### config.mk
export PLATFORM = sky130hd
export DESIGN_NAME = priority_ordered_buffer_unit_flat
export DESIGN_NICKNAME = d
export VERILOG_FILES = /design/src/pob_pkg.sv /design/src/pob_if.sv /design/src/priority_ordered_buffer_unit.sv /design/src/pob_cell.sv /design/src/flat_wrapper.sv
export SDC_FILE = /design/constraint.sdc
export NUM_CORES = 1
export LEC_CHECK = 0
export BUFFER_PORTS_ARGS = -buffer_cell sky130_fd_sc_hd__buf_2
export CAP_MARGIN = 20
export CORE_UTILIZATION = 60
export CTS_BUF_LIST = sky130_fd_sc_hd__clkbuf_8
export CTS_CLUSTER_DIAMETER = 50
export DETAILED_ROUTE_END_ITERATION = 16
export PLACE_DENSITY = 0.77
export SLEW_MARGIN = 20
export SYNTH_ARGS = -nofsm -noshare
export SYNTH_HDL_FRONTEND = slang
export SYNTH_SLANG_ARGS = --single-unit
### constraint.sdc
create_clock -name clock -period 4.25 [get_ports clock]
set_clock_uncertainty 0.15 [all_clocks]
set_input_delay 0.85 -clock clock [delete_from_list [all_inputs] [get_ports clock]]
set_output_delay 0.85 -clock clock [all_outputs]
set_load 0.02 [all_outputs]
### src/pob_pkg.sv
`default_nettype none
package pob_pkg;

   localparam int unsigned BUF_DEPTH = 16;
   localparam int unsigned COUNT_W   = $clog2(BUF_DEPTH + 1);

   localparam int unsigned KIND_W   = 2;
   localparam int unsigned VALUE_W  = 8;
   localparam int unsigned PRIO_W   = 2;
   localparam int unsigned STATUS_W = 2;
   localparam int unsigned OCC_W    = 5;

   localparam logic [KIND_W-1:0] KIND_INSERT   = 2'd0;
   localparam logic [KIND_W-1:0] KIND_REMOVE   = 2'd1;
   localparam logic [KIND_W-1:0] KIND_EXCHANGE = 2'd2;

   localparam logic [STATUS_W-1:0] STATUS_OK    = 2'd0;
   localparam logic [STATUS_W-1:0] STATUS_FULL  = 2'd1;
   localparam logic [STATUS_W-1:0] STATUS_EMPTY = 2'd2;

   typedef struct packed {
      logic               valid;
      logic [VALUE_W-1:0] value;
      logic [PRIO_W-1:0]  prio;
   } entry_type;

   localparam entry_type EMPTY_ENTRY = '{valid: 1'b0, value: '0, prio: '0};

   // Broadcast to every cell in the chain
   typedef struct packed {
      logic      shift;   // front entry leaves, all move one place forward
      logic      insert;  // new entry drops into its place
      entry_type fresh;
   } cell_ctrl_type;

endpackage
`default_nettype wire

### src/pob_if.sv
`default_nettype none
interface pob_req_if;
   logic                           valid;
   logic                           ready;
   logic [pob_pkg::KIND_W-1:0]     kind;
   logic [pob_pkg::VALUE_W-1:0]    item_value;
   logic [pob_pkg::PRIO_W-1:0]     item_priority;

   modport source (output valid, output kind, output item_value, output item_priority,
                   input ready);
   modport sink   (input valid, input kind, input item_value, input item_priority,
                   output ready);
endinterface

interface pob_rsp_if;
   logic                           valid;
   logic                           ready;
   logic                           out_valid;
   logic [pob_pkg::VALUE_W-1:0]    out_value;
   logic [pob_pkg::PRIO_W-1:0]     out_priority;
   logic [pob_pkg::STATUS_W-1:0]   status;
   logic [pob_pkg::OCC_W-1:0]      occupancy;

   modport source (output valid, output out_valid, output out_value, output out_priority,
                   output status, output occupancy, input ready);
   modport sink   (input valid, input out_valid, input out_value, input out_priority,
                   input status, input occupancy, output ready);
endinterface
`default_nettype wire

### src/priority_ordered_buffer_unit.sv
`default_nettype none
// Channel | Dir | Beat contents
// req     | in  | kind, item_value, item_priority
// rsp     | out | out_valid, out_value, out_priority, status, occupancy
//
// One request beat per cycle; its response beat is registered and shows the next cycle.
// The whole update (remove, insert or both) happens in one pass through the cell chain:
// every cell compares its priority with the new entry and picks its own, its neighbour's
// or the new entry. Reset empties all cells at once. A stalled response holds the
// request side only while the response register is full and not being taken.
module priority_ordered_buffer_unit (
   input  logic      clock,
   input  logic      reset,
   pob_req_if.sink   req_bus,
   pob_rsp_if.source rsp_bus
);
   import pob_pkg::*;

   logic                  fire;
   logic                  rem_req, ins_req, rem_ok, ins_ok;
   logic [COUNT_W-1:0]    count_ff, count_in;
   cell_ctrl_type         ctrl;
   entry_type             cell_q    [BUF_DEPTH];
   logic                  cell_keeps[BUF_DEPTH];

   logic                  rsp_valid_ff;
   logic                  out_valid_ff;
   logic [VALUE_W-1:0]    out_value_ff;
   logic [PRIO_W-1:0]     out_priority_ff;
   logic [STATUS_W-1:0]   status_ff;
   logic [STATUS_W-1:0]   status_in;

   // Response register frees up when its beat is taken
   assign req_bus.ready = !rsp_valid_ff || rsp_bus.ready;
   assign fire          = req_bus.valid && req_bus.ready;

   assign rem_req = (req_bus.kind == KIND_REMOVE) || (req_bus.kind == KIND_EXCHANGE);
   assign ins_req = (req_bus.kind == KIND_INSERT) || (req_bus.kind == KIND_EXCHANGE);
   assign rem_ok  = rem_req && (count_ff != '0);
   // exchange on a full buffer frees its own slot first
   assign ins_ok  = ins_req && ((count_ff != COUNT_W'(BUF_DEPTH)) || rem_ok);

   assign ctrl.shift       = fire && rem_ok;
   assign ctrl.insert      = fire && ins_ok;
   assign ctrl.fresh.valid = 1'b1;
   assign ctrl.fresh.value = req_bus.item_value;
   assign ctrl.fresh.prio  = req_bus.item_priority;

   always_comb begin
      priority if (ins_req && !ins_ok) begin
         status_in = STATUS_FULL;
      end else if (rem_req && !rem_ok) begin
         status_in = STATUS_EMPTY;
      end else begin
         status_in = STATUS_OK;
      end
   end

   assign count_in = count_ff - COUNT_W'(rem_ok) + COUNT_W'(ins_ok);

   // Cell 0 is the front; the last cell pulls in an empty slot on a shift.
   for (genvar i = 0; i < BUF_DEPTH; i++) begin : g_cell
      entry_type left_q, right_q;
      logic      left_keeps;

      if (i == 0) begin : g_front
         assign left_q     = EMPTY_ENTRY;
         assign left_keeps = 1'b1;
      end else begin : g_inner
         assign left_q     = cell_q[i-1];
         assign left_keeps = cell_keeps[i-1];
      end

      if (i == BUF_DEPTH - 1) begin : g_back
         assign right_q = EMPTY_ENTRY;
      end else begin : g_mid
         assign right_q = cell_q[i+1];
      end

      pob_cell u_cell (
         .clock      (clock),
         .reset      (reset),
         .ctrl       (ctrl),
         .left_q     (left_q),
         .right_q    (right_q),
         .left_keeps (left_keeps),
         .keeps      (cell_keeps[i]),
         .q          (cell_q[i])
      );
   end

   always_ff @(posedge clock) begin
      if (reset) begin
         count_ff     <= '0;
         rsp_valid_ff <= 1'b0;
      end else begin
         if (fire) begin
            count_ff <= count_in;
         end
         if (fire) begin
            rsp_valid_ff <= 1'b1;
         end else if (rsp_bus.ready) begin
            rsp_valid_ff <= 1'b0;
         end
      end
   end

   // Payload only, no reset
   always_ff @(posedge clock) begin
      if (fire) begin
         out_valid_ff    <= rem_ok;
         out_value_ff    <= rem_ok ? cell_q[0].value : '0;
         out_priority_ff <= rem_ok ? cell_q[0].prio  : '0;
         status_ff       <= status_in;
      end
   end

   logic [OCC_W-1:0] occ_ff;
   always_ff @(posedge clock) begin
      if (fire) begin
         occ_ff <= OCC_W'(count_in);
      end
   end

   assign rsp_bus.valid        = rsp_valid_ff;
   assign rsp_bus.out_valid    = out_valid_ff;
   assign rsp_bus.out_value    = out_value_ff;
   assign rsp_bus.out_priority = out_priority_ff;
   assign rsp_bus.status       = status_ff;
   assign rsp_bus.occupancy    = occ_ff;

endmodule
`default_nettype wire

### src/pob_cell.sv
`default_nettype none
module pob_cell (
   input  logic                   clock,
   input  logic                   reset,
   input  pob_pkg::cell_ctrl_type ctrl,
   input  pob_pkg::entry_type     left_q,    // neighbour nearer the front
   input  pob_pkg::entry_type     right_q,   // neighbour nearer the back
   input  logic                   left_keeps,
   output logic                   keeps,
   output pob_pkg::entry_type     q
);
   import pob_pkg::*;

   entry_type entry_ff, entry_in;
   entry_type base, below;

   // After an optional forward shift, base is what sits here, below what sits in front.
   assign base  = ctrl.shift ? right_q  : entry_ff;
   assign below = ctrl.shift ? entry_ff : left_q;

   // Stays put on insert: served no later than the new entry
   assign keeps = base.valid && (base.prio <= ctrl.fresh.prio);

   always_comb begin
      priority if (!ctrl.insert || keeps) begin
         entry_in = base;
      end else if (left_keeps) begin
         entry_in = ctrl.fresh;
      end else begin
         entry_in = below;
      end
   end

   always_ff @(posedge clock) begin
      if (reset) begin
         entry_ff <= EMPTY_ENTRY;
      end else begin
         entry_ff <= entry_in;
      end
   end

   assign q = entry_ff;

endmodule
`default_nettype wire

### src/flat_wrapper.sv
// flat-port wrapper written by rule: the top's interface ports become plain ports
module priority_ordered_buffer_unit_flat import pob_pkg::*;
  (clock, reset, req_bus_valid, req_bus_kind, req_bus_item_value, req_bus_item_priority, req_bus_ready, rsp_bus_valid, rsp_bus_out_valid, rsp_bus_out_value, rsp_bus_out_priority, rsp_bus_status, rsp_bus_occupancy, rsp_bus_ready);
  pob_req_if req_bus_i ();
  pob_rsp_if rsp_bus_i ();
  input  logic clock;
  input  logic reset;
  input wire logic [$bits(req_bus_i.valid)-1:0] req_bus_valid;
  input wire logic [$bits(req_bus_i.kind)-1:0] req_bus_kind;
  input wire logic [$bits(req_bus_i.item_value)-1:0] req_bus_item_value;
  input wire logic [$bits(req_bus_i.item_priority)-1:0] req_bus_item_priority;
  output wire logic [$bits(req_bus_i.ready)-1:0] req_bus_ready;
  output wire logic [$bits(rsp_bus_i.valid)-1:0] rsp_bus_valid;
  output wire logic [$bits(rsp_bus_i.out_valid)-1:0] rsp_bus_out_valid;
  output wire logic [$bits(rsp_bus_i.out_value)-1:0] rsp_bus_out_value;
  output wire logic [$bits(rsp_bus_i.out_priority)-1:0] rsp_bus_out_priority;
  output wire logic [$bits(rsp_bus_i.status)-1:0] rsp_bus_status;
  output wire logic [$bits(rsp_bus_i.occupancy)-1:0] rsp_bus_occupancy;
  input wire logic [$bits(rsp_bus_i.ready)-1:0] rsp_bus_ready;
  assign req_bus_i.valid = req_bus_valid;
  assign req_bus_i.kind = req_bus_kind;
  assign req_bus_i.item_value = req_bus_item_value;
  assign req_bus_i.item_priority = req_bus_item_priority;
  assign req_bus_ready = req_bus_i.ready;
  assign rsp_bus_valid = rsp_bus_i.valid;
  assign rsp_bus_out_valid = rsp_bus_i.out_valid;
  assign rsp_bus_out_value = rsp_bus_i.out_value;
  assign rsp_bus_out_priority = rsp_bus_i.out_priority;
  assign rsp_bus_status = rsp_bus_i.status;
  assign rsp_bus_occupancy = rsp_bus_i.occupancy;
  assign rsp_bus_i.ready = rsp_bus_ready;
  priority_ordered_buffer_unit u_core (.clock(clock), .reset(reset), .req_bus(req_bus_i), .rsp_bus(rsp_bus_i));
endmodule
==> summary.md <==
| Metric | Value |
|---|---|
| Worst-Skew Late Latency | `0.48 ns` |
| Number of max-capacitance violations reported | `0` |
| Share of the yosys chip area belonging to registers | `38.3%` |
| Largest net degree at the start of global routing | `57` |
| Pre-Repair DR Iteration Count | `5` |
| Shortest clock period the worst path allows after layout | `3.68 ns` |
| Maximum net fanout on the critical path | `32` |
| # DRC | `0` |
| Setup Buffers After CTS | `0` |
| Power per Cell Area | `360 nW/µm²` |
| Count of vias placed by the detailed router | `9228` |
| Max Clk Rate | `0.272 GHz` |
| TritonCTS clock tree | `done` |
| Die footprint | `18700 µm²` |
| Synthesized instance count | `1248` |
| Hold Violations, Final | `0` |
| Number of global-route vias before repair | `8762` |
| Post-Route WL | `25400 µm` |
| # diodes | `0` |
| Placed Cells incl. Taps | `1449` |
| Critical path launch point type | `primary input` |
| Register clock-pin slew on the reported worst setup and hold paths | `0.10 ns` |
| Clock buffers created by TritonCTS | `17` |
| Detailed-placement wirelength estimate | `18100 µm` |
| Number of nets with antenna violations after detailed routing | `0` |
| Post-synth EDFFs | `18` |
| Average size of a mapped cell | `8.75 µm²` |
| Buffer cell driving the clock tree root | `sky130_fd_sc_hd__clkbuf_8` |
| Path type of the worst setup path | `primary input to register` |
| Quantity of gates resized following cts | `0` |
| Hold_buf cts | `0` |
| Die extent in x | `137 µm` |
| Worst vdd rail ir drop | `0.324 mV` |
| Required time reported for the critical path endpoint | `4.49 ns` |
| Kind of end point of the critical path | `register` |
| Flops & latches, synth | `200` |
| Final Instance Count excl. Fillers | `1481` |
| Syn. warnings | `0` |
| GP Congestion | `0.822` |
| Static power due to leakage | `4.43 nW` |
| Row Count | `48` |
| Maximum number of buffers from clock root to sink | `2` |
| Total global routing overflow | `0` |
| Standard cell core area | `17500 µm²` |
| Worst-Margin Slew | `1.04 ns` |
| Initial Util | `62.3%` |
| Vert. Die Dim | `137 µm` |
| Avg WL per Cell | `17.1 µm` |
| Fraction of layout cells with a size suffix above 1 | `12.3%` |
| Count of pins over their slew limit | `0` |
| Total setup violations reported at the end of the flow | `0` |
| Relative slew slack | `30.7%` |
| Vias per cell | `6.23` |
| Setup TNS after final layout | `0 ns` |
| Syn Std Cell Area | `10900 µm²` |
| Async set-or-reset flop fraction in the synthesized netlist | `0%` |
| Mapped Nets | `1305` |
| Total number of clock tree sinks | `200` |
| Final std cell area, no fill | `11700 µm²` |
| GRT Util Overall | `28.1%` |
| Arrival time of the worst setup path | `3.92 ns` |
| Antenna violations before repair | `0` |
| Synthesis-to-layout area growth | `6.78%` |
| Depth of the CTS H-tree | `4` |
| Number of violations reported at the end of detailed-routing iteration 0 | `609` |
| Share of the clock period used by the worst path after layout | `86.5%` |
| Net total in the final layout | `1300` |
| I/O pin cnt | `36` |
| Input/output buffers | `35` |
| Min-delay worst type | `register to register` |
| Post-detailed-placement cell area | `11300 µm²` |
| Global-route wire length before repair | `42000 µm` |
| Number of different library cells in the post-synthesis netlist | `57` |
| Ys flop type | `sky130_fd_sc_hd__dfxtp_1` |
| Unrepaired setup endpoints after global routing | `false` |
| Outcome | `complete, no violations` |
[through the flow]
step	worst slack (ns)	total power, mW	hold WS (ns)	util [%]
after floorplan	0.320	2.78	0.292	-
after global placement	0.216	2.97	0.322	64.2
after detailed placement	0.111	2.99	0.325	64.2
after CTS	0.583	4.20	0.350	66.5
after global routing	0.362	4.38	0.377	66.5
final	0.574	4.20	0.345	66.5
[Yosys cell counts (11+ instances only)]
cell / n / area [µm²]
sky130_fd_sc_hd__nor2b_1: 17 / 106
sky130_fd_sc_hd__nor2_1: 168 / 631
sky130_fd_sc_hd__clkbuf_1: 44 / 165
sky130_fd_sc_hd__inv_1: 23 / 86.3
sky130_fd_sc_hd__nand2_1: 56 / 210
sky130_fd_sc_hd__buf_2: 39 / 195
sky130_fd_sc_hd__and2_1: 29 / 181
sky130_fd_sc_hd__a211oi_1: 11 / 82.6
sky130_fd_sc_hd__o22a_1: 13 / 114
sky130_fd_sc_hd__o22ai_1: 122 / 763
sky130_fd_sc_hd__o31ai_1: 15 / 113
sky130_fd_sc_hd__or3_1: 13 / 81.3
sky130_fd_sc_hd__edfxtp_1: 18 / 541
sky130_fd_sc_hd__a21oi_1: 151 / 756
sky130_fd_sc_hd__ha_1: 40 / 500
sky130_fd_sc_hd__mux2i_1: 142 / 1420
sky130_fd_sc_hd__a22o_1: 18 / 158
sky130_fd_sc_hd__dfxtp_1: 182 / 3640
sky130_fd_sc_hd__a2bb2oi_1: 14 / 123
[cell families (layout without fill, tap and decap cells)]
kind of cell,Yosys count,after routing,synth area share [%]
xor+xnor,4,4,0.321
buf+inv,129,137,5.55
simple gates,330,330,14.5
compound gates,401,401,23.5
mux,143,143,13.1
flops,200,200,38.3
fa+ha+maj,41,41,4.77
[cells in the final DEF, fill, tap and decap left out, drive strengths merged, types with 13 or more instances in the layout]
master / n
clkbuf: 18
o22ai: 122
nand4: 16
o22a: 13
nor2: 168
a2bb2oi: 14
o21ai: 17
nor2b: 17
or3: 13
a21oi: 161
dfxtp: 182
o31ai: 15
mux2i: 142
buf: 80
edfxtp: 18
a22o: 18
o21bai: 13
and2: 30
nand2: 57
inv: 33
ha: 40
[power breakdown]
group	total (mW)	switching (mW)	leakage, nW	internal (mW)
Clock	1.24	0.733	0.196	0.507
Combinational	0.925	0.584	2.58	0.341
Sequential	2.03	0.0443	1.65	1.99
[worst max-delay path: stages]
cell                        delay, ns
sky130_fd_sc_hd__buf_2           0.09
sky130_fd_sc_hd__inv_1           0.04
sky130_fd_sc_hd__ha_1            0.30
sky130_fd_sc_hd__nand2_1         0.10
sky130_fd_sc_hd__nor3_4          0.23
sky130_fd_sc_hd__buf_12          0.27
sky130_fd_sc_hd__buf_4           0.34
sky130_fd_sc_hd__mux2i_1         0.37
sky130_fd_sc_hd__ha_1            0.29
sky130_fd_sc_hd__a2bb2oi_1       0.21
sky130_fd_sc_hd__a21oi_2         0.09
sky130_fd_sc_hd__or3_1           0.50
sky130_fd_sc_hd__o22ai_1         0.20
[area by class of cell]
| type | instances | area, µm² |
|---|---|---|
| timing repair buffer | 80 | 563 |
| tap | 225 | 282 |
| inverter | 25 | 95.1 |
| fill | 1471 | 5880 |
| multi-input combinational | 919 | 6140 |
| clock buffer | 18 | 248 |
| sequential | 200 | 4180 |
| clock inverter | 14 | 153 |
[final timing paths]
kind                                       from                             to  slack, ns  cells after the start
setup / recovery                req_bus_kind[1]   u_core.g_cell[9].u_cell.q[0]       0.57                     13
setup reg to reg             u_core.count_ff[2]   u_core.g_cell[9].u_cell.q[0]       0.61                     12
hold reg to reg   u_core.g_cell[15].u_cell.q[6]  u_core.g_cell[15].u_cell.q[6]       0.34                      1
hold / removal    u_core.g_cell[15].u_cell.q[6]  u_core.g_cell[15].u_cell.q[6]       0.34                      1
[flip-flops by register name (all words and copies together), names as in the netlist]
register	cells
u_core.rsp_bus.out_priority	2
u_core.rsp_bus.valid	1
u_core.rsp_bus.status	2
u_core.rsp_bus.occupancy	5
u_core.count_ff	5
u_core.g_cell.u_cell.q	176
u_core.rsp_bus.out_valid	1
u_core.rsp_bus.out_value	8
[layer usage]
layer,global-route usage [%],vias up,routed length (µm)
met1,36.9,4423,11800
li1,-,4571,-
met3,4.89,36,973
met4,8.85,0,408
met5,0,-,0
met2,46.9,198,12100
Note: power is estimated with default switching activity, not from simulation.
